==> config.mk <==
export PLATFORM = sky130hd
export DESIGN_NAME = websocket_client_frame_encoder
export DESIGN_NICKNAME = d
export VERILOG_FILES = /design/src/hdl/wcfe_pkg.sv /design/src/hdl/wcfe_front.sv /design/src/hdl/wcfe_queue.sv /design/src/hdl/wcfe_back.sv /design/src/hdl/websocket_client_frame_encoder.sv
export SDC_FILE = /design/constraint.sdc
export NUM_CORES = 1
export LEC_CHECK = 0
export ABC_AREA = 0
export BUFFER_PORTS_ARGS = -buffer_cell sky130_fd_sc_hd__buf_2
export CORE_UTILIZATION = 35
export DETAILED_ROUTE_END_ITERATION = 8
export GPL_TIMING_DRIVEN = 0
export PLACE_DENSITY = 0.52
export SLEW_MARGIN = 20
export SYNTH_ARGS = -nofsm -noshare
export SYNTH_HDL_FRONTEND = slang
export SYNTH_SLANG_ARGS = --single-unit
export TNS_END_PERCENT = 10
==> constraint.sdc <==
create_clock -name clk -period 2.7 [get_ports clk]
set_clock_uncertainty 0.15 [all_clocks]
set_input_delay 0.405 -clock clk [delete_from_list [all_inputs] [get_ports clk]]
set_output_delay 0.405 -clock clk [all_outputs]
set_load 0.02 [all_outputs]
==> src/hdl/wcfe_pkg.sv <==
// ---------------------------------------------------------------------------
// wcfe_pkg
// Shared types, constants and helpers of the WebSocket client frame encoder.
// ---------------------------------------------------------------------------
package wcfe_pkg;

    // Input item kind, carried on s_tuser.
    typedef enum logic
    {
        OP_START   = 1'b0,
        OP_PAYLOAD = 1'b1
    } op_t;

    // Kind of a queued command.
    typedef enum logic
    {
        CMD_HEADER = 1'b0,
        CMD_DATA   = 1'b1
    } cmd_kind_t;

    // One queued command: a full header, or one ready output byte.
    typedef struct packed
    {
        cmd_kind_t   kind;
        logic [7:0]  data;
        logic        last;
        logic        err;
        logic [15:0] length;
        logic [3:0]  opcode;
        logic [31:0] key;
    } cmd_t;

    // s_tdata layout.
    localparam int S_TDATA_W     = 64;
    localparam int PB_LSB        = 0;
    localparam int LEN_LSB       = 8;
    localparam int OPC_LSB       = 24;
    localparam int KEY_LSB       = 28;

    // Frame constants.
    localparam logic [7:0]  FIN_BIT       = 8'h80;
    localparam logic [7:0]  MASK_BIT      = 8'h80;
    localparam logic [15:0] SHORT_LEN_MAX = 16'd125;
    localparam logic [6:0]  EXT16_CODE    = 7'd126;

    // Header step codes.
    localparam logic [2:0] HDR_OPCODE = 3'd0;
    localparam logic [2:0] HDR_LEN    = 3'd1;
    localparam logic [2:0] HDR_EXT_HI = 3'd2;
    localparam logic [2:0] HDR_EXT_LO = 3'd3;
    localparam logic [2:0] HDR_KEY0   = 3'd4;
    localparam logic [2:0] HDR_KEY3   = 3'd7;

    // Key byte for a position; position 0 is the most significant byte.
    function automatic logic [7:0] key_byte(input logic [31:0] key, input logic [1:0] pos);
        logic [7:0] b;
        case (pos)
            2'd0:    b = key[31:24];
            2'd1:    b = key[23:16];
            2'd2:    b = key[15:8];
            default: b = key[7:0];
        endcase
        return b;
    endfunction

endpackage

==> src/hdl/wcfe_front.sv <==
// ---------------------------------------------------------------------------
// wcfe_front
// Accepts input beats, tracks the open frame and masks payload bytes.
// ---------------------------------------------------------------------------
module wcfe_front
(
    input  logic                                 clk,
    input  logic                                 rst_n,
    input  logic                                 in_valid,
    input  logic                                 in_kind,
    input  logic [wcfe_pkg::S_TDATA_W-1:0]       in_data,
    input  logic                                 queue_ready,
    output logic                                 push,
    output wcfe_pkg::cmd_t                       push_cmd
);

    logic [15:0] remaining_reg, remaining_next;
    logic [31:0] key_reg, key_next;
    logic [1:0]  pos_reg, pos_next;
    logic        open_reg, open_next;

    logic [7:0]  pb;
    logic [15:0] len;
    logic [3:0]  opc;
    logic [31:0] key;
    logic [15:0] rem_dec;

    assign pb      = in_data[wcfe_pkg::PB_LSB +: 8];
    assign len     = in_data[wcfe_pkg::LEN_LSB +: 16];
    assign opc     = in_data[wcfe_pkg::OPC_LSB +: 4];
    assign key     = in_data[wcfe_pkg::KEY_LSB +: 32];
    assign rem_dec = remaining_reg - 16'd1;
    assign push    = in_valid && queue_ready;

    always_comb
    begin
        remaining_next  = remaining_reg;
        key_next        = key_reg;
        pos_next        = pos_reg;
        open_next       = open_reg;
        push_cmd        = '0;
        push_cmd.length = len;
        push_cmd.opcode = opc;
        push_cmd.key    = key;
        if (wcfe_pkg::op_t'(in_kind) == wcfe_pkg::OP_START)
        begin
            push_cmd.kind = wcfe_pkg::CMD_HEADER;
            if (push)
            begin
                remaining_next = len;
                key_next       = key;
                pos_next       = 2'd0;
                open_next      = (len != 16'd0);
            end
        end
        else if (!open_reg)
        begin
            // stray byte: error beat, state untouched
            push_cmd.kind = wcfe_pkg::CMD_DATA;
            push_cmd.err  = 1'b1;
        end
        else
        begin
            push_cmd.kind = wcfe_pkg::CMD_DATA;
            push_cmd.data = pb ^ wcfe_pkg::key_byte(key_reg, pos_reg);
            push_cmd.last = (rem_dec == 16'd0);
            if (push)
            begin
                remaining_next = rem_dec;
                pos_next       = pos_reg + 2'd1;
                open_next      = (rem_dec != 16'd0);
            end
        end
    end

    always_ff @(posedge clk or negedge rst_n)
    begin
        if (!rst_n)
        begin
            remaining_reg <= '0;
            key_reg       <= '0;
            pos_reg       <= '0;
            open_reg      <= 1'b0;
        end
        else
        begin
            remaining_reg <= remaining_next;
            key_reg       <= key_next;
            pos_reg       <= pos_next;
            open_reg      <= open_next;
        end
    end

endmodule

==> src/hdl/wcfe_queue.sv <==
// ---------------------------------------------------------------------------
// wcfe_queue
// Short command queue between the front and the back.
// ---------------------------------------------------------------------------
module wcfe_queue
#(
    parameter int DEPTH = 4
)
(
    input  logic           clk,
    input  logic           rst_n,
    input  logic           push,
    input  wcfe_pkg::cmd_t push_cmd,
    input  logic           pop,
    output logic           not_full,
    output logic           head_valid,
    output wcfe_pkg::cmd_t head_cmd
);

    localparam int PTR_W = (DEPTH > 1) ? $clog2(DEPTH) : 1;
    localparam int CNT_W = $clog2(DEPTH + 1);

    wcfe_pkg::cmd_t entry_reg [DEPTH];
    logic [PTR_W-1:0] wr_ptr_reg, wr_ptr_next;
    logic [PTR_W-1:0] rd_ptr_reg, rd_ptr_next;
    logic [CNT_W-1:0] count_reg, count_next;

    assign not_full   = (count_reg != CNT_W'(DEPTH));
    assign head_valid = (count_reg != '0);
    assign head_cmd   = entry_reg[rd_ptr_reg];

    always_comb
    begin
        wr_ptr_next = wr_ptr_reg;
        rd_ptr_next = rd_ptr_reg;
        count_next  = count_reg;
        if (push)
        begin
            wr_ptr_next = (wr_ptr_reg == PTR_W'(DEPTH - 1)) ? '0 : wr_ptr_reg + 1'b1;
        end
        if (pop)
        begin
            rd_ptr_next = (rd_ptr_reg == PTR_W'(DEPTH - 1)) ? '0 : rd_ptr_reg + 1'b1;
        end
        if (push && !pop)
        begin
            count_next = count_reg + 1'b1;
        end
        else if (pop && !push)
        begin
            count_next = count_reg - 1'b1;
        end
    end

    always_ff @(posedge clk or negedge rst_n)
    begin
        if (!rst_n)
        begin
            wr_ptr_reg <= '0;
            rd_ptr_reg <= '0;
            count_reg  <= '0;
        end
        else
        begin
            wr_ptr_reg <= wr_ptr_next;
            rd_ptr_reg <= rd_ptr_next;
            count_reg  <= count_next;
        end
    end

    always_ff @(posedge clk)
    begin
        if (push)
        begin
            entry_reg[wr_ptr_reg] <= push_cmd;
        end
    end

endmodule

==> src/hdl/wcfe_back.sv <==
// ---------------------------------------------------------------------------
// wcfe_back
// Expands header commands into bytes and drives the output register.
// ---------------------------------------------------------------------------
module wcfe_back
(
    input  logic           clk,
    input  logic           rst_n,
    input  logic           head_valid,
    input  wcfe_pkg::cmd_t head_cmd,
    output logic           pop,
    output logic           out_valid,
    input  logic           out_ready,
    output logic [7:0]     out_byte,
    output logic           out_last,
    output logic           out_err
);

    logic [2:0] step_reg, step_next;
    logic       valid_reg, valid_next;
    logic [7:0] byte_reg, byte_next;
    logic       last_reg, last_next;
    logic       err_reg, err_next;

    logic       load;
    logic       emit;
    logic       long_len;
    logic [7:0] hdr_byte;

    assign load     = !valid_reg || out_ready;
    assign emit     = head_valid && load;
    assign long_len = (head_cmd.length > wcfe_pkg::SHORT_LEN_MAX);

    always_comb
    begin
        case (step_reg)
            wcfe_pkg::HDR_OPCODE: hdr_byte = wcfe_pkg::FIN_BIT | {4'd0, head_cmd.opcode};
            wcfe_pkg::HDR_LEN:    hdr_byte = wcfe_pkg::MASK_BIT |
                                      {1'b0, long_len ? wcfe_pkg::EXT16_CODE
                                                      : head_cmd.length[6:0]};
            wcfe_pkg::HDR_EXT_HI: hdr_byte = head_cmd.length[15:8];
            wcfe_pkg::HDR_EXT_LO: hdr_byte = head_cmd.length[7:0];
            default:              hdr_byte = wcfe_pkg::key_byte(head_cmd.key, step_reg[1:0]);
        endcase
    end

    always_comb
    begin
        step_next  = step_reg;
        valid_next = valid_reg;
        byte_next  = byte_reg;
        last_next  = last_reg;
        err_next   = err_reg;
        pop        = 1'b0;
        if (load)
        begin
            valid_next = emit;
        end
        if (emit)
        begin
            if (head_cmd.kind == wcfe_pkg::CMD_DATA)
            begin
                byte_next = head_cmd.data;
                last_next = head_cmd.last;
                err_next  = head_cmd.err;
                pop       = 1'b1;
            end
            else
            begin
                byte_next = hdr_byte;
                last_next = (step_reg == wcfe_pkg::HDR_KEY3) && (head_cmd.length == 16'd0);
                err_next  = 1'b0;
                if (step_reg == wcfe_pkg::HDR_KEY3)
                begin
                    pop       = 1'b1;
                    step_next = wcfe_pkg::HDR_OPCODE;
                end
                else if (step_reg == wcfe_pkg::HDR_LEN && !long_len)
                begin
                    step_next = wcfe_pkg::HDR_KEY0;
                end
                else
                begin
                    step_next = step_reg + 3'd1;
                end
            end
        end
    end

    always_ff @(posedge clk or negedge rst_n)
    begin
        if (!rst_n)
        begin
            step_reg  <= wcfe_pkg::HDR_OPCODE;
            valid_reg <= 1'b0;
        end
        else
        begin
            step_reg  <= step_next;
            valid_reg <= valid_next;
        end
    end

    always_ff @(posedge clk)
    begin
        byte_reg <= byte_next;
        last_reg <= last_next;
        err_reg  <= err_next;
    end

    assign out_valid = valid_reg;
    assign out_byte  = byte_reg;
    assign out_last  = last_reg;
    assign out_err   = err_reg;

endmodule

==> src/hdl/websocket_client_frame_encoder.sv <==
// ---------------------------------------------------------------------------
// websocket_client_frame_encoder
// Client-to-server WebSocket frame builder with payload masking.
// ---------------------------------------------------------------------------
//
//  channel  | direction | tdata                                   | tuser / tlast
//  ---------+-----------+-----------------------------------------+------------------------
//  s_       | in        | payload_byte, frame_length, opcode, key | tuser: operation
//  m_       | out       | out_byte                                | tlast: last_of_frame,
//           |           |                                         | tuser: stray_byte_error
//
//  Payload beats stream at one per clock while m_tready holds and the queue has room.
//  A start beat yields 6 output beats (length up to 125) or 8 (longer);
//  the back end emits one header byte per clock while m_tready holds.
//  The first output beat is presented after its input beat is accepted: queue
//  write at the accepting edge, then the output register load, which a stall delays.
//  s_tready drops only when the command queue (QUEUE_DEPTH entries) is full.
//  Reset clears the frame state, the queue and the output valid; no clear pass.
// ---------------------------------------------------------------------------
module websocket_client_frame_encoder
#(
    parameter int QUEUE_DEPTH = 4
)
(
    input  logic        clk,
    input  logic        rst_n,

    input  logic        s_tvalid,
    output logic        s_tready,
    // [7:0] payload_byte, [23:8] frame_length, [27:24] frame_opcode,
    // [59:28] mask_key, [63:60] zero
    input  logic [63:0] s_tdata,
    // [0] operation
    input  logic        s_tuser,

    output logic        m_tvalid,
    input  logic        m_tready,
    // [7:0] out_byte
    output logic [7:0]  m_tdata,
    output logic        m_tlast,
    // [0] stray_byte_error
    output logic        m_tuser
);

    logic           push;
    wcfe_pkg::cmd_t push_cmd;
    logic           pop;
    logic           head_valid;
    wcfe_pkg::cmd_t head_cmd;
    logic           queue_ready;

    // Front: hold frame state, mask payload bytes as they arrive.
    wcfe_front u_front
    (
        .clk         (clk),
        .rst_n       (rst_n),
        .in_valid    (s_tvalid),
        .in_kind     (s_tuser),
        .in_data     (s_tdata),
        .queue_ready (queue_ready),
        .push        (push),
        .push_cmd    (push_cmd)
    );

    assign s_tready = queue_ready;

    // Queue: decouple accepted beats from output stalls.
    wcfe_queue #(.DEPTH(QUEUE_DEPTH)) u_queue
    (
        .clk        (clk),
        .rst_n      (rst_n),
        .push       (push),
        .push_cmd   (push_cmd),
        .pop        (pop),
        .not_full   (queue_ready),
        .head_valid (head_valid),
        .head_cmd   (head_cmd)
    );

    // Back: advance through header bytes, drive the output register.
    wcfe_back u_back
    (
        .clk        (clk),
        .rst_n      (rst_n),
        .head_valid (head_valid),
        .head_cmd   (head_cmd),
        .pop        (pop),
        .out_valid  (m_tvalid),
        .out_ready  (m_tready),
        .out_byte   (m_tdata),
        .out_last   (m_tlast),
        .out_err    (m_tuser)
    );

endmodule

Yosys cells after proc, flatten, opt, wreduce, memory -nomap -nowiden
Memories as Yosys holds them, arrays and structs flattened.
Index checks and enable logic that the tools add are counted.
{"block": "totals", "inputBits": 69, "latch_bits": 0, "output_inout_bits": 12, "word_cells": 96, "reg_bits": 72, "rom_bits": 0, "mem_bits_rw": 252, "n_memories": 1}
{"memory": "u_queue.entry_reg", "depth": 4, "width": 63, "rd": 1, "rd_ports_with_merged_regs": 0, "write_ports": 1, "line": "wcfe_queue.sv:23", "rtl": "wcfe_pkg::cmd_t entry_reg [DEPTH];"}
{"block": "classes", "bitwise_logic": 3, "n_mul": 0, "eq_ne": 13, "muxes": 35, "order_cmp": 1, "n_addsub": 7, "div_mod_pow": 0, "shifts": 0, "reduce_logical": 24}
{"cell": "16-bit 2-to-1 mux", "n": 4}
{"cell": "8-bit one-hot mux with 3 select lines", "n": 2}
{"cell": "16-bit zero test", "n": 2}
{"cell": "8-bit one-hot mux with 4 select lines", "n": 1}
{"cell": "16-bit nonzero test", "n": 2}
{"cell": "8-bit 2-to-1 mux", "n": 3}
{"cell": "16-bit by 7-bit greater-than comparator with 1-bit output, second input constant", "n": 1}
{"cell": "16-bit by 1-bit subtractor with 16-bit output, second input constant", "n": 1}
{"cell": "1-bit 2-to-1 mux", "n": 12}
{"cell": "2-bit 2-to-1 mux", "n": 6}
{"cell": "3-bit 2-to-1 mux", "n": 4}
{"cell": "10-bit 2-to-1 mux", "n": 1}
{"cell": "9-bit 2-to-1 mux", "n": 1}
{"cell": "2-bit equality test, second input constant", "n": 4}
{"cell": "8-bit XOR", "n": 1}
{"cell": "7-bit 2-to-1 mux", "n": 1}
{"cell": "2-bit by 1-bit adder with 2-bit output, second input constant", "n": 3}
{"cell": "3-bit by 1-bit adder with 3-bit output, second input constant", "n": 2}
{"cell": "3-bit by 2-bit equality test with 1-bit output, second input constant", "n": 2}
{"cell": "1-bit logical AND", "n": 6}
{"cell": "2-bit by 1-bit equality test with 1-bit output, second input constant", "n": 2}
{"cell": "1-bit zero test", "n": 4}
{"cell": "2-bit zero test", "n": 2}
{"cell": "2-bit by 1-bit inequality test with 1-bit output, second input constant", "n": 2}
{"cell": "other kinds (11)", "n": 14}

Depth between registers and ports, before layout
Gate-level depths: netlist of run 1.
{"block": "depth", "depth_word": 7, "ltp_mapped": 12, "mapped_depth_nobuf": 9}

Modules after synthesis
Synthesis of run 1 repeated with hierarchy kept, for this count alone.
{"block": "hier_totals", "cells_unflattened": 823, "hier_area_um2": 13910.8}
{"mod": "wcfe_queue", "area_each_um2": 9509.1, "seq_area_each_um2": 7742.4, "instances": 1, "cells_each": 366}
{"mod": "wcfe_front", "area_each_um2": 3250.6, "seq_area_each_um2": 1276.2, "instances": 1, "cells_each": 335}
{"mod": "wcfe_back", "area_each_um2": 1151.1, "seq_area_each_um2": 400.4, "instances": 1, "cells_each": 122}

Worst setup path before layout of run 1
No wires, ideal clock.
{"block": "synth_timing", "kind": "reg2reg", "from": "reg u_queue.count_reg[2]", "to": "mem u_queue.entry_reg[1][0] in the netlist's numbering (enable)", "t_arrival_ns": 2.447, "setup_ns": 0.428, "required_ns": 2.122, "path_buffers": 1, "path_stages_with_launch": 4, "synth_period_minus_slack_ns": 3.025, "slack_ns": -0.325, "cell_sequence": "dfrtp_1 or3b_2 clkbuf_1 and3_1"}
{"block": "synth_between", "elab_chain_cells": 4}
{"element": "start, declared", "line": "wcfe_queue.sv:26", "rtl": "logic [CNT_W-1:0] count_reg, count_next;"}
{"element": "start signal, assigned", "line": "wcfe_queue.sv:67", "rtl": "count_reg <= count_next;"}
{"element": "3-bit inequality test", "line": "wcfe_queue.sv:28", "rtl": "assign not_full = (count_reg != CNT_W'(DEPTH));"}
{"element": "named net s_tready", "line": "websocket_client_frame_encoder.sv:29", "rtl": "output logic s_tready,"}
{"element": "1-bit logical AND", "line": "wcfe_front.sv:33", "rtl": "assign push = in_valid && queue_ready;"}
{"element": "1-bit 2-to-1 mux", "line": "wcfe_queue.sv:73", "rtl": "if (push)"}
{"element": "1-bit 2-to-1 mux (not written as such)", "line": "wcfe_queue.sv:75", "rtl": "entry_reg[wr_ptr_reg] <= push_cmd;"}
{"element": "end, declared", "line": "wcfe_queue.sv:23"}
The timed path passes the listed nets, and every way through them passes these cells.

==> flow_summary_export.csv, run 1 <==
group,metric,value,unit
min_path,timing.hold.worst_endpoint,"u_queue.entry_reg[3][25]",
placement,placed_cells_incl_taps,1479,
worst_setup_path,rr_startpoint,"u_front.pos_reg[1]",
floorplan,core_region_area,37900,µm²
min_path,hold_path_startpoint,"s_tdata[53]",
power_and_ir_drop,total_switching_power,6.71,mW
placement,place.gp.congestion,0.846,
sta,accumulated_negative_setup_slack,0,ns
logic_synthesis,synth_compound_area_share,6.96,%
worst_setup_path,required,2.76,ns
floorplan,design.die.area,39500,µm²
worst_setup_path,r2r_end,"u_queue.entry_reg[1][59]",
global_route,grt_antenna_before_repair,0,
clock_network,clock_input_transition_at_the_sequential_cells_of_the_worst_setup_and_hold_paths,0.06,ns
logic_synthesis,synth_async_sr_flop_share,19.1,%
layout,area_growth_syn_to_layout,22.5,%
logic_synthesis,ys.warnings.count,0,
worst_setup_path,start_kind,"flip-flop",
floorplan,top_level_ports,81,
sta,worst_pin_slew,0.688,ns
logic_synthesis,average_size_of_a_mapped_cell,15.3,µm²
sta,timing.final.setup_violations,0,
worst_setup_path,ff2ff_path_depth,7,
logic_synthesis,synthesized_netlist_cell_count,886,
sta,tightest_slew_margin_relative_to_the_limit,54.2,%
power_and_ir_drop,sw_frac_of_total,35.0,%
sta,rsz0062_at_grt,"true",
global_route,globalRouteOverflowTotal,0,
power_and_ir_drop,powerDensity,1150,nW/µm²
logic_synthesis,synth.area.mux_share,10.4,%
floorplan,floorplan.initialDensity,35.7,%
logic_synthesis,synth.lib_cells_used.distinct,63,
floorplan,die_h,199,µm
layout,post_route_cells_drive_above_1_share,24.8,%
worst_setup_path,crit_fanout,8,
layout,layout.core_utilization,43.8,%
routing,dr.first_iter.drc_count,713,
power_and_ir_drop,p_int,12.4,mW
layout,largest_reg_flops,252,
min_path,timing.hold.worst_path_depth,1,
clock_network,clock_tree.buffer_depth,3,
min_path,min_path_type,"input pin to flip-flop",
placement,numPortBuffers,76,
routing,detail_routed_net_length_per_standard_cell,22.8,µm
logic_synthesis,post_synth_simple_gate_area,8.31,%
power_and_ir_drop,p_leak,5.99,nW
power_and_ir_drop,clkPwrFrac,24.7,%
layout,layout.cell_area.non_filler,16600,µm²
logic_synthesis,synth_area,13600,µm²
layout,layout.cells.most_common,"sky130_fd_sc_hd__edfxtp_1",
routing,vias,8352,
clock_network,worstSkewPairLatency,0.52,ns
placement,detailed_place_hpwl,24.6,mm
worst_setup_path,setup_crit_end_kind,"flip-flop",
worst_setup_path,worst-r2r-setup-slack,0.04,ns
logic_synthesis,postSynthNetCount,974,
sta,fin_ws,0.0372,ns
logic_synthesis,synth-main-ff-cell,"sky130_fd_sc_hd__edfxtp_1",
routing,number_of_iterations_in_the_first_detailed_routing_pass,6,
power_and_ir_drop,share_seq_of_total_power,38.6,%
layout,finalNetCount,1148,
clock_network,cts-buffers-inserted,36,
global_route,grt_pass1_vias,8429,
routing,drtAntennaViolNets,0,
layout,finalNonFillerCells,1598,
placement,post_dp_cell_area,14700,µm²
power_and_ir_drop,peakVddDrop,0.510,mV
run,max-cap-violations,0,
global_route,groute.usage.overall,18.9,%
global_route,grt_start_max_net_pins,50,
placement,pre_cts_setup_slack,-0.999,ns
routing,wirelength,36.4,mm
sta,fmax,376,MHz
clock_network,tritoncts,"yes",
sta,layout_min_cycle_time,2.66,ns
floorplan,floorplan.die.width,199,µm
layout,diodes,0,
clock_network,clock-sinks,324,
worst_setup_path,setup.worst_path.class,"flip-flop to flip-flop",
logic_synthesis,synth_top_family_by_area,"multiplexers",
sta,post-route-period-util,98.6,%
status,run_status,"finished clean",
logic_synthesis,yosysSeqAreaShare,69.5,%
logic_synthesis,synth-adder-area-share,1.81,%
floorplan,number_of_rows_in_the_core_area,71,
logic_synthesis,synth.ff_latch_count,324,
routing,via_per_inst,5.23,
sta,maxSlewViolCount,0,
layout,mostFrequentLayoutCells,"sky130_fd_sc_hd__edfxtp_1, sky130_fd_sc_hd__nand2_1, sky130_fd_sc_hd__buf_2",
power_and_ir_drop,power_frac_comb,36.7,%
worst_setup_path,critPathArrivalTime,2.73,ns
logic_synthesis,synth_edf_count,262,
routing,route.detailed.drc,0,
global_route,grt_first_pass_wirelength,54.2,mm
logic_synthesis,synthXorXnorAreaFrac,0.904,%
sta,final_hold_viol_count,0,
clock_network,cts.htree.levels,2,
clock_network,clock_tree.root_cell,"sky130_fd_sc_hd__clkbuf_16",
## power by group through the flow
stage / clock, mW / combinational (mW) / sequential (mW)
floorplan: 0 / 4.02 / 7.41
global placement: 0 / 6.26 / 7.50
detailed placement: 0 / 6.42 / 7.44
CTS: 4.81 / 6.87 / 7.35
global route: 5.02 / 7.58 / 7.50
finish: 4.74 / 7.03 / 7.39
## how the worst max path moves through the flow
stage                                startpoint  slack (ns)  cells after the start                  endpoint
after floorplan            u_queue.count_reg[2]       -0.32                      3   u_queue.entry_reg[0][0]
after global placement     u_queue.count_reg[2]       -1.57                      3  u_queue.entry_reg[0][35]
after detailed placement  u_queue.rd_ptr_reg[1]        -1.0                     11      u_queue.count_reg[2]
after CTS                 u_queue.rd_ptr_reg[0]       0.001                     11        u_back.out_byte[4]
after global routing         u_back.step_reg[0]       -0.03                      9        u_back.out_byte[2]
final                        u_front.pos_reg[1]        0.04                      7  u_queue.entry_reg[1][59]
## Yosys cell counts (3+ instances only)
| master | n | area share, % |
|---|---|---|
| sky130_fd_sc_hd__and2_1 | 3 | 0.14 |
| sky130_fd_sc_hd__a211oi_1 | 4 | 0.22 |
| sky130_fd_sc_hd__nand2_1 | 142 | 3.9 |
| sky130_fd_sc_hd__mux2_2 | 8 | 0.66 |
| sky130_fd_sc_hd__o2bb2ai_1 | 3 | 0.19 |
| sky130_fd_sc_hd__and3_1 | 5 | 0.23 |
| sky130_fd_sc_hd__nand2b_1 | 4 | 0.18 |
| sky130_fd_sc_hd__ha_1 | 18 | 1.7 |
| sky130_fd_sc_hd__xor2_1 | 3 | 0.19 |
| sky130_fd_sc_hd__o31ai_1 | 4 | 0.22 |
| sky130_fd_sc_hd__a221oi_1 | 8 | 0.52 |
| sky130_fd_sc_hd__a21oi_1 | 28 | 1.0 |
| sky130_fd_sc_hd__inv_1 | 18 | 0.50 |
| sky130_fd_sc_hd__buf_4 | 4 | 0.22 |
| sky130_fd_sc_hd__a222oi_1 | 8 | 0.59 |
| sky130_fd_sc_hd__xnor2_1 | 11 | 0.71 |
| sky130_fd_sc_hd__nand3b_1 | 3 | 0.17 |
| sky130_fd_sc_hd__nor3b_1 | 3 | 0.17 |
| sky130_fd_sc_hd__dfrtp_1 | 62 | 11 |
| sky130_fd_sc_hd__nand4_1 | 5 | 0.23 |
| sky130_fd_sc_hd__nor2b_1 | 7 | 0.32 |
| sky130_fd_sc_hd__o22ai_1 | 16 | 0.74 |
| sky130_fd_sc_hd__nor3_1 | 14 | 0.52 |
| sky130_fd_sc_hd__a22oi_1 | 12 | 0.66 |
| sky130_fd_sc_hd__buf_2 | 9 | 0.33 |
| sky130_fd_sc_hd__buf_1 | 3 | 0.083 |
| sky130_fd_sc_hd__clkbuf_1 | 23 | 0.64 |
| sky130_fd_sc_hd__nor2_1 | 32 | 0.89 |
| sky130_fd_sc_hd__nor4_1 | 7 | 0.32 |
| sky130_fd_sc_hd__mux2i_1 | 20 | 1.5 |
| sky130_fd_sc_hd__o21ai_0 | 36 | 1.3 |
| sky130_fd_sc_hd__nand3_1 | 9 | 0.33 |
| sky130_fd_sc_hd__buf_6 | 4 | 0.33 |
| sky130_fd_sc_hd__a22o_1 | 3 | 0.19 |
| sky130_fd_sc_hd__edfxtp_1 | 262 | 58 |
| sky130_fd_sc_hd__mux4_2 | 49 | 8.1 |
## timing repair
item / CTS / global route
hold buffers: 37 / 0
pin swaps: 3 / 7
resized for setup: 38 / 27
buffers inserted: 10 / 10
setup endpoints to repair: 15 / 51
hold endpoints to repair: 206 / 0
## metal layers
metal  vias to the layer above  wire length, µm  share of wire [%]  global-route usage, %
li1                       3784                -                  -                      -
met1                      4297            16400                 45                   26.5
met2                       224            17400                 48                   30.5
met3                        47             1790                4.9                   2.75
met4                         0              816                2.2                   5.30
met5                         -                0                  0                      0
## through the flow
step / hold slack (ns) / total power, mW
final: 0.0229 / 19.2
after global placement: 0.313 / 13.8
after floorplan: -0.0406 / 11.4
after CTS: 0.00138 / 19.0
after detailed placement: 0.136 / 13.9
after global routing: 0.0138 / 20.1
## area by class of cell
| class | instances | area [µm²] |
|---|---|---|
| inverter | 20 | 77.6 |
| buffer | 40 | 277 |
| fill | 3469 | 21300 |
| timing repair buffer | 139 | 1030 |
| sequential | 324 | 9420 |
| clock inverter | 9 | 51.3 |
| multi-input combinational | 499 | 4010 |
| tap | 511 | 639 |
| clock buffer | 56 | 1100 |
## worst max-delay path, stage by stage (launching register included)
cell and delay [ns]:
sky130_fd_sc_hd__dfrtp_1 0.44, sky130_fd_sc_hd__inv_1 0.09, sky130_fd_sc_hd__ha_1 0.19, sky130_fd_sc_hd__clkbuf_1 0.24
sky130_fd_sc_hd__a222oi_1 0.56, sky130_fd_sc_hd__o21ai_0 0.30, sky130_fd_sc_hd__xnor2_1 0.28, sky130_fd_sc_hd__nor2_1 0.12
## logic make-up (layout without fill, tap and decap cells)
kind of cell,count (synthesis),after routing
DFF,324,324
and+or+nand+nor,246,246
AOI/OAI and AO/OA,142,142
muxes,78,78
buffers and inverters,63,264
adders and majority gates,19,19
xor gates and xnor gates,14,14
(Power assumes the default switching activity.)
==> inputs of run 2 (changes only) <==
Settings changed: CELL_PAD_IN_SITES_DETAIL_PLACEMENT from default to 1, CELL_PAD_IN_SITES_GLOBAL_PLACEMENT from default to 1, PLACE_DENSITY 0.52 to 0.59.
==> run 2 against run 1 <==
The flow now finishes with violations (setup timing). Sequential share of layout area is 0.18 points higher. Clock-buffer cell count is 3 lower. Combinational power hardly changed. Total power is 0.47% higher. Hold slack worse by 0.0056 ns. Sequential power is 0.5% lower.
==> flow_summary_export.csv, run 2 (synthesized netlist as in run 1, its figures left out) <==
group,metric,value,unit
floorplan,design.die.area,39500,µm²
worst_setup_path,setup.worst_path.class,"flip-flop to flip-flop",
worst_setup_path,critical_path.cell_chain,"buf_6 > buf_12 > buf_12 > buf_4 > mux4_2 > a221oi_2 > a221oi_2 > o22ai_1 > nand2_1",
layout,multiInputGateArea,4000,µm²
worst_setup_path,critical-path-max-stage-delay,0.56,ns
sta,fin_ws,-0.0144,ns
worst_setup_path,crit_fanout,8,
placement,numPortBuffers,76,
layout,mostFrequentLayoutCells,"sky130_fd_sc_hd__edfxtp_1, sky130_fd_sc_hd__nand2_1, sky130_fd_sc_hd__buf_2",
worst_setup_path,critPathArrivalTime,2.83,ns
sta,layout_min_cycle_time,2.71,ns
worst_setup_path,setup_crit_end_kind,"flip-flop",
global_route,fraction_of_met2_tracks_used_by_global_routing,31.9,%
min_path,timing.hold.worst_path_depth,1,
min_path,hold_path_startpoint,"s_tdata[41]",
layout,post_route_cells_drive_above_1_share,24.5,%
worst_setup_path,critical-path-slowest-cell,"sky130_fd_sc_hd__mux4_2",
floorplan,core_region_area,37900,µm²
worst_setup_path,required,2.81,ns
routing,number_of_iterations_in_the_first_detailed_routing_pass,5,
clock_network,clock_tree.buffer_depth,3,
sta,final_hold_viol_count,0,
worst_setup_path,crit_family,"compound AO/OA/AOI/OAI gates",
floorplan,die_h,199,µm
status,run_status,"finished with violations",
sta,fmax,368,MHz
global_route,met1_capacity_usage_during_global_routing,28.0,%
layout,seq_area,9420,µm²
worst_setup_path,path_depth,9,
status,failed_checks,"setup timing",
sta,rsz0062_at_grt,"true",
floorplan,floorplan.initialDensity,35.7,%
sta,worst_pin_slew,0.681,ns
placement,place.gp.congestion,0.818,
global_route,grt_first_pass_wirelength,56.5,mm
worst_setup_path,ff2ff_path_depth,9,
layout,largest_reg_flops,252,
layout,layout.filler_cells,3832,
clock_network,cts-buffers-inserted,36,
worst_setup_path,start_kind,"flip-flop",
floorplan,number_of_rows_in_the_core_area,71,
global_route,grt_start_max_net_pins,49,
worst_setup_path,worst-path-buf-inv,4,
layout,layout.cells.most_common,"sky130_fd_sc_hd__edfxtp_1",
global_route,grt_antenna_before_repair,0,
clock_network,clock_tree.root_cell,"sky130_fd_sc_hd__clkbuf_16",
clock_network,cts.htree.levels,2,
placement,pre_cts_setup_slack,-0.886,ns
floorplan,floorplan.die.width,199,µm
routing,detail_routed_net_length_per_standard_cell,24.1,µm
min_path,min_path_type,"input pin to flip-flop",
clock_network,clock_input_transition_at_the_sequential_cells_of_the_worst_setup_and_hold_paths,0.06,ns
power_and_ir_drop,post_layout_total_power,19.2,mW
routing,dr.first_iter.drc_count,643,
global_route,groute.usage.overall,19.9,%
clock_network,tritoncts,"yes",
global_route,grt_util_met3,3.10,%
routing,wirelength,38.3,mm
worst_setup_path,critPathLaunch,"u_queue.rd_ptr_reg[0]",
layout,diodes,0,
layout,area_growth_syn_to_layout,22.1,%
placement,detailed_place_hpwl,26.2,mm
floorplan,top_level_ports,81,
routing,drtAntennaViolNets,0,
power_and_ir_drop,powerDensity,1160,nW/µm²
sta,post-route-period-util,101,%
global_route,grt_pass1_vias,8546,
routing,vias,8336,
sta,maxSlewViolCount,0,
run,max-cap-violations,0,
sta,tightest_slew_margin_relative_to_the_limit,54.6,%
global_route,globalRouteOverflowTotal,0,
global_route,grt_busiest_layer,"met2",
clock_network,worstSkewPairLatency,0.53,ns
clock_network,clock-sinks,324,
sta,timing.final.setup_violations,1,
layout,finalNetCount,1144,
power_and_ir_drop,p_leak,5.97,nW
power_and_ir_drop,peakVddDrop,0.394,mV
placement,placed_cells_incl_taps,1479,
worst_setup_path,rr_startpoint,"u_queue.rd_ptr_reg[0]",
routing,via_per_inst,5.23,
routing,route.detailed.drc,0,
layout,finalNonFillerCells,1593,
run 2: final timing paths:
check                                                  to  slack, ns
worst max register to register         u_back.out_byte[1]      -0.01
worst min register to register        u_front.key_reg[27]       0.33
worst max-delay path                   u_back.out_byte[1]      -0.01
worst min-delay path             u_queue.entry_reg[2][13]       0.02
max in group asynchronous              u_front.key_reg[4]       1.70
min in group asynchronous       u_front.remaining_reg[12]       0.14
run 2: metal layers:
| metal | vias to the layer above | wire length, µm | share of wire, % |
|---|---|---|---|
| met5 | - | 0 | 0 |
| met4 | 0 | 824 | 2.2 |
| met1 | 4320 | 17900 | 47 |
| met2 | 190 | 18100 | 47 |
| li1 | 3771 | - | - |
| met3 | 55 | 1470 | 3.8 |
run 2: repair_timing:
item | 4_1_cts | 5_1_grt
buffers inserted | 6 | 18
hold buffers | 27 | 0
resized for setup | 35 | 26
gates cloned | 0 | 0
endpoints found under the setup margin | 14 | 17
pin swaps | 3 | 7
hold endpoints to repair | 176 | 0
run 2: cell type report:
cell class              instances  area share [%]
plain buffers                  42            1.78
inverters                      20           0.453
clock buffers                  53            6.14
flip-flops and latches        324            56.9
clock inverters                11           0.809
repair buffers                133            5.89
well taps                     511            3.86
multi-input cells             499            24.2
run 2: power breakdown:
part	total (mW)	switching, mW	leakage [nW]	internal (mW)
Clock	4.84	1.95	0.555	2.90
Sequential	7.35	0.539	3.17	6.81
Combinational	7.05	4.20	2.25	2.85
run 2: stage by stage:
| step | hold WS (ns) | utilization, % | instance area, µm² | setup TNS [ns] |
|---|---|---|---|---|
| global route | 0.00389 | 43.6 | 16600 | -0.267 |
| detailed placement | 0.154 | 38.9 | 14700 | -6.41 |
| finish | 0.0173 | 43.6 | 16600 | -0.0144 |
| floorplan | -0.0406 | - | 13600 | -61.39 |
| CTS | 0.0000977 | 43.1 | 16300 | -0.344 |
| global placement | 0.308 | 38.4 | 14600 | -326.72 |
==> inputs of run 3 (changes only) <==
Settings changed: BUFFER_PORTS_ARGS -buffer_cell sky130_fd_sc_hd__buf_2 to default, DONT_BUFFER_PORTS from default to 1, PLACE_DENSITY 0.59 to 0.57, REMOVE_ABC_BUFFERS from default to 1.
==> run 3 against run 2 <==
The run now ends clean. Setup slack better by 0.095 ns. Critical path depth shrank 2. First-iteration DRC count shrank 32%. Combinational power shrank 9.5%. Hold slack improved by 0.0070 ns. Sequential power increased by 3.5%. Via count down 4.9%. Critical path type unchanged. Largest power group unchanged.
==> flow_summary_export.csv, run 3 (synthesized netlist as in run 1, its figures left out) <==
group,metric,value,unit
routing,route.detailed.drc,0,
global_route,grt_first_pass_wirelength,54.3,mm
global_route,grt_pass1_vias,8588,
routing,via_per_inst,5.28,
global_route,grt_antenna_before_repair,1,
sta,worst_pin_slew,0.819,ns
sta,timing.final.setup_violations,0,
floorplan,top_level_ports,81,
floorplan,die_h,199,µm
sta,tightest_slew_margin_relative_to_the_limit,45.2,%
routing,vias,7929,
clock_network,cts-buffers-inserted,37,
floorplan,core_region_area,37900,µm²
status,run_status,"finished clean",
placement,place.gp.congestion,0.721,
routing,drtAntennaViolNets,0,
placement,detailed_place_hpwl,22.0,mm
power_and_ir_drop,powerDensity,1160,nW/µm²
worst_setup_path,crit_fanout,17,
placement,pre_cts_setup_slack,-1.29,ns
floorplan,floorplan.die.width,199,µm
power_and_ir_drop,peakVddDrop,0.466,mV
sta,layout_min_cycle_time,2.62,ns
layout,mostFrequentLayoutCells,"sky130_fd_sc_hd__edfxtp_1, sky130_fd_sc_hd__nand2_1, sky130_fd_sc_hd__dfrtp_1",
layout,layout.cell_area.non_filler,16500,µm²
routing,number_of_iterations_in_the_first_detailed_routing_pass,7,
global_route,globalRouteOverflowTotal,0,
worst_setup_path,ff2ff_path_depth,7,
floorplan,number_of_rows_in_the_core_area,71,
run,max-cap-violations,0,
layout,layout.cells.most_common,"sky130_fd_sc_hd__edfxtp_1",
layout,area_growth_syn_to_layout,21.3,%
layout,diodes,0,
worst_setup_path,setup_crit_end_kind,"flip-flop",
layout,layout.filler_cells,3754,
routing,detail_routed_net_length_per_standard_cell,23.9,µm
clock_network,worstSkewPairLatency,0.52,ns
layout,finalNetCount,1049,
worst_setup_path,critPathArrivalTime,2.87,ns
sta,maxSlewViolCount,0,
sta,final_hold_viol_count,0,
worst_setup_path,start_kind,"flip-flop",
global_route,grt_start_max_net_pins,63,
placement,numPortBuffers,0,
routing,wirelength,35.9,mm
floorplan,design.die.area,39500,µm²
sta,fin_ws,0.0809,ns
sta,post-route-period-util,97.0,%
clock_network,cts.htree.levels,2,
clock_network,clock_tree.root_cell,"sky130_fd_sc_hd__clkbuf_16",
sta,rsz0062_at_grt,"true",
clock_network,clock_tree.buffer_depth,3,
placement,post_dp_cell_area,14200,µm²
floorplan,floorplan.initialDensity,35.7,%
worst_setup_path,setup.worst_path.class,"flip-flop to flip-flop",
global_route,groute.usage.overall,18.7,%
clock_network,clock_input_transition_at_the_sequential_cells_of_the_worst_setup_and_hold_paths,0.06,ns
layout,post_route_cells_drive_above_1_share,17.8,%
layout,largest_reg_flops,252,
sta,fmax,382,MHz
worst_setup_path,required,2.95,ns
min_path,timing.hold.worst_path_depth,2,
sta,final.hold.worst_slack,0.0243,ns
min_path,min_path_type,"input pin to flip-flop",
routing,dr.first_iter.drc_count,438,
clock_network,clock-sinks,324,
power_and_ir_drop,p_leak,5.72,nW
clock_network,tritoncts,"yes",
==> run 3: cell count changes in the layout (fill, tap and decap cells not counted), moves of 4 or more <==
| cell | delta |
|---|---|
| sky130_fd_sc_hd__a221oi_1 | +4 |
| sky130_fd_sc_hd__a221oi_2 | -4 |
| sky130_fd_sc_hd__buf_2 | -82 |
| sky130_fd_sc_hd__buf_4 | -20 |
| sky130_fd_sc_hd__buf_6 | -5 |
| sky130_fd_sc_hd__clkbuf_1 | -22 |
| sky130_fd_sc_hd__clkinv_2 | +6 |
| sky130_fd_sc_hd__dlygate4sd3_1 | +29 |
| sky130_fd_sc_hd__ha_1 | -4 |
==> run 3: power by group <==
group	leakage, nW	internal (mW)	switching [mW]
sequential	3.17	6.83	0.781
combinational	1.94	2.68	3.69
clock	0.609	3.16	2.01
total	5.72	12.7	6.48
==> run 3: per-stage QoR <==
step / cells / TNS, ns / power, mW / util, %
6_report: 1501 / 0 / 19.2 / 43.4
4_1_cts: 1496 / -0.0471 / 19.2 / 43.0
3_3_place_gp: 1354 / -543.46 / 13.0 / 36.9
2_1_floorplan: 843 / -59.38 / 11.4 / -
5_1_grt: 1501 / -0.0206 / 20.1 / 43.4
3_5_place_dp: 1363 / -29.62 / 13.4 / 37.5
==> run 3: final cells by class <==
cell class	instances	area [µm²]	share of cell area (%)
Sequential cell	324	9430	57.3
Inverter	20	80.1	0.487
Tap cell	511	639	3.89
Timing Repair Buffer	79	977	5.94
Clock inverter	20	236	1.44
Clock buffer	48	1020	6.20
Multi-Input combinational cell	499	4070	24.8
==> run 3: worst paths after layout <==
path / from / endpoint / slack [ns]
min reg2reg: u_front.key_reg[6] / u_front.key_reg[6] / 0.33
min: s_tdata[9] / u_front.remaining_reg[1] / 0.02
max reg2reg: u_queue.rd_ptr_reg[0] / u_back.step_reg[0] / 0.08
min in group asynchronous: rst_n / u_front.remaining_reg[3] / 0.26
max: u_queue.rd_ptr_reg[0] / u_back.step_reg[0] / 0.08
max in group asynchronous: rst_n / u_front.key_reg[15] / 1.78
==> run 3: layer usage <==
| layer | vias up | global-route usage [%] | part of all wire, % |
|---|---|---|---|
| met2 | 158 | 32.8 | 51 |
| met3 | 49 | 3.12 | 4.0 |
| met4 | 2 | 4.87 | 1.8 |
| li1 | 3583 | - | - |
| met5 | - | 0 | 0.033 |
| met1 | 4137 | 24.0 | 43 |
==> run 3: critical path, stage by stage, from the launching register on <==
cell	delay, ns
sky130_fd_sc_hd__dfrtp_4	0.48
sky130_fd_sc_hd__buf_16	0.21
sky130_fd_sc_hd__mux4_2	0.57
sky130_fd_sc_hd__nor4_4	0.33
sky130_fd_sc_hd__nand3_4	0.16
sky130_fd_sc_hd__nor3_4	0.22
sky130_fd_sc_hd__nor3_1	0.10
sky130_fd_sc_hd__mux2_4	0.26
==> run 3: repair_timing <==
action                                  4_1_cts  5_1_grt
cloned                                        1        0
hold buffers                                 57        0
endpoints found under the setup margin       67       14
pin swaps                                     1        4
hold endpoints to repair                    323        0
gates resized for setup                      27       13
buffers inserted                              7        5
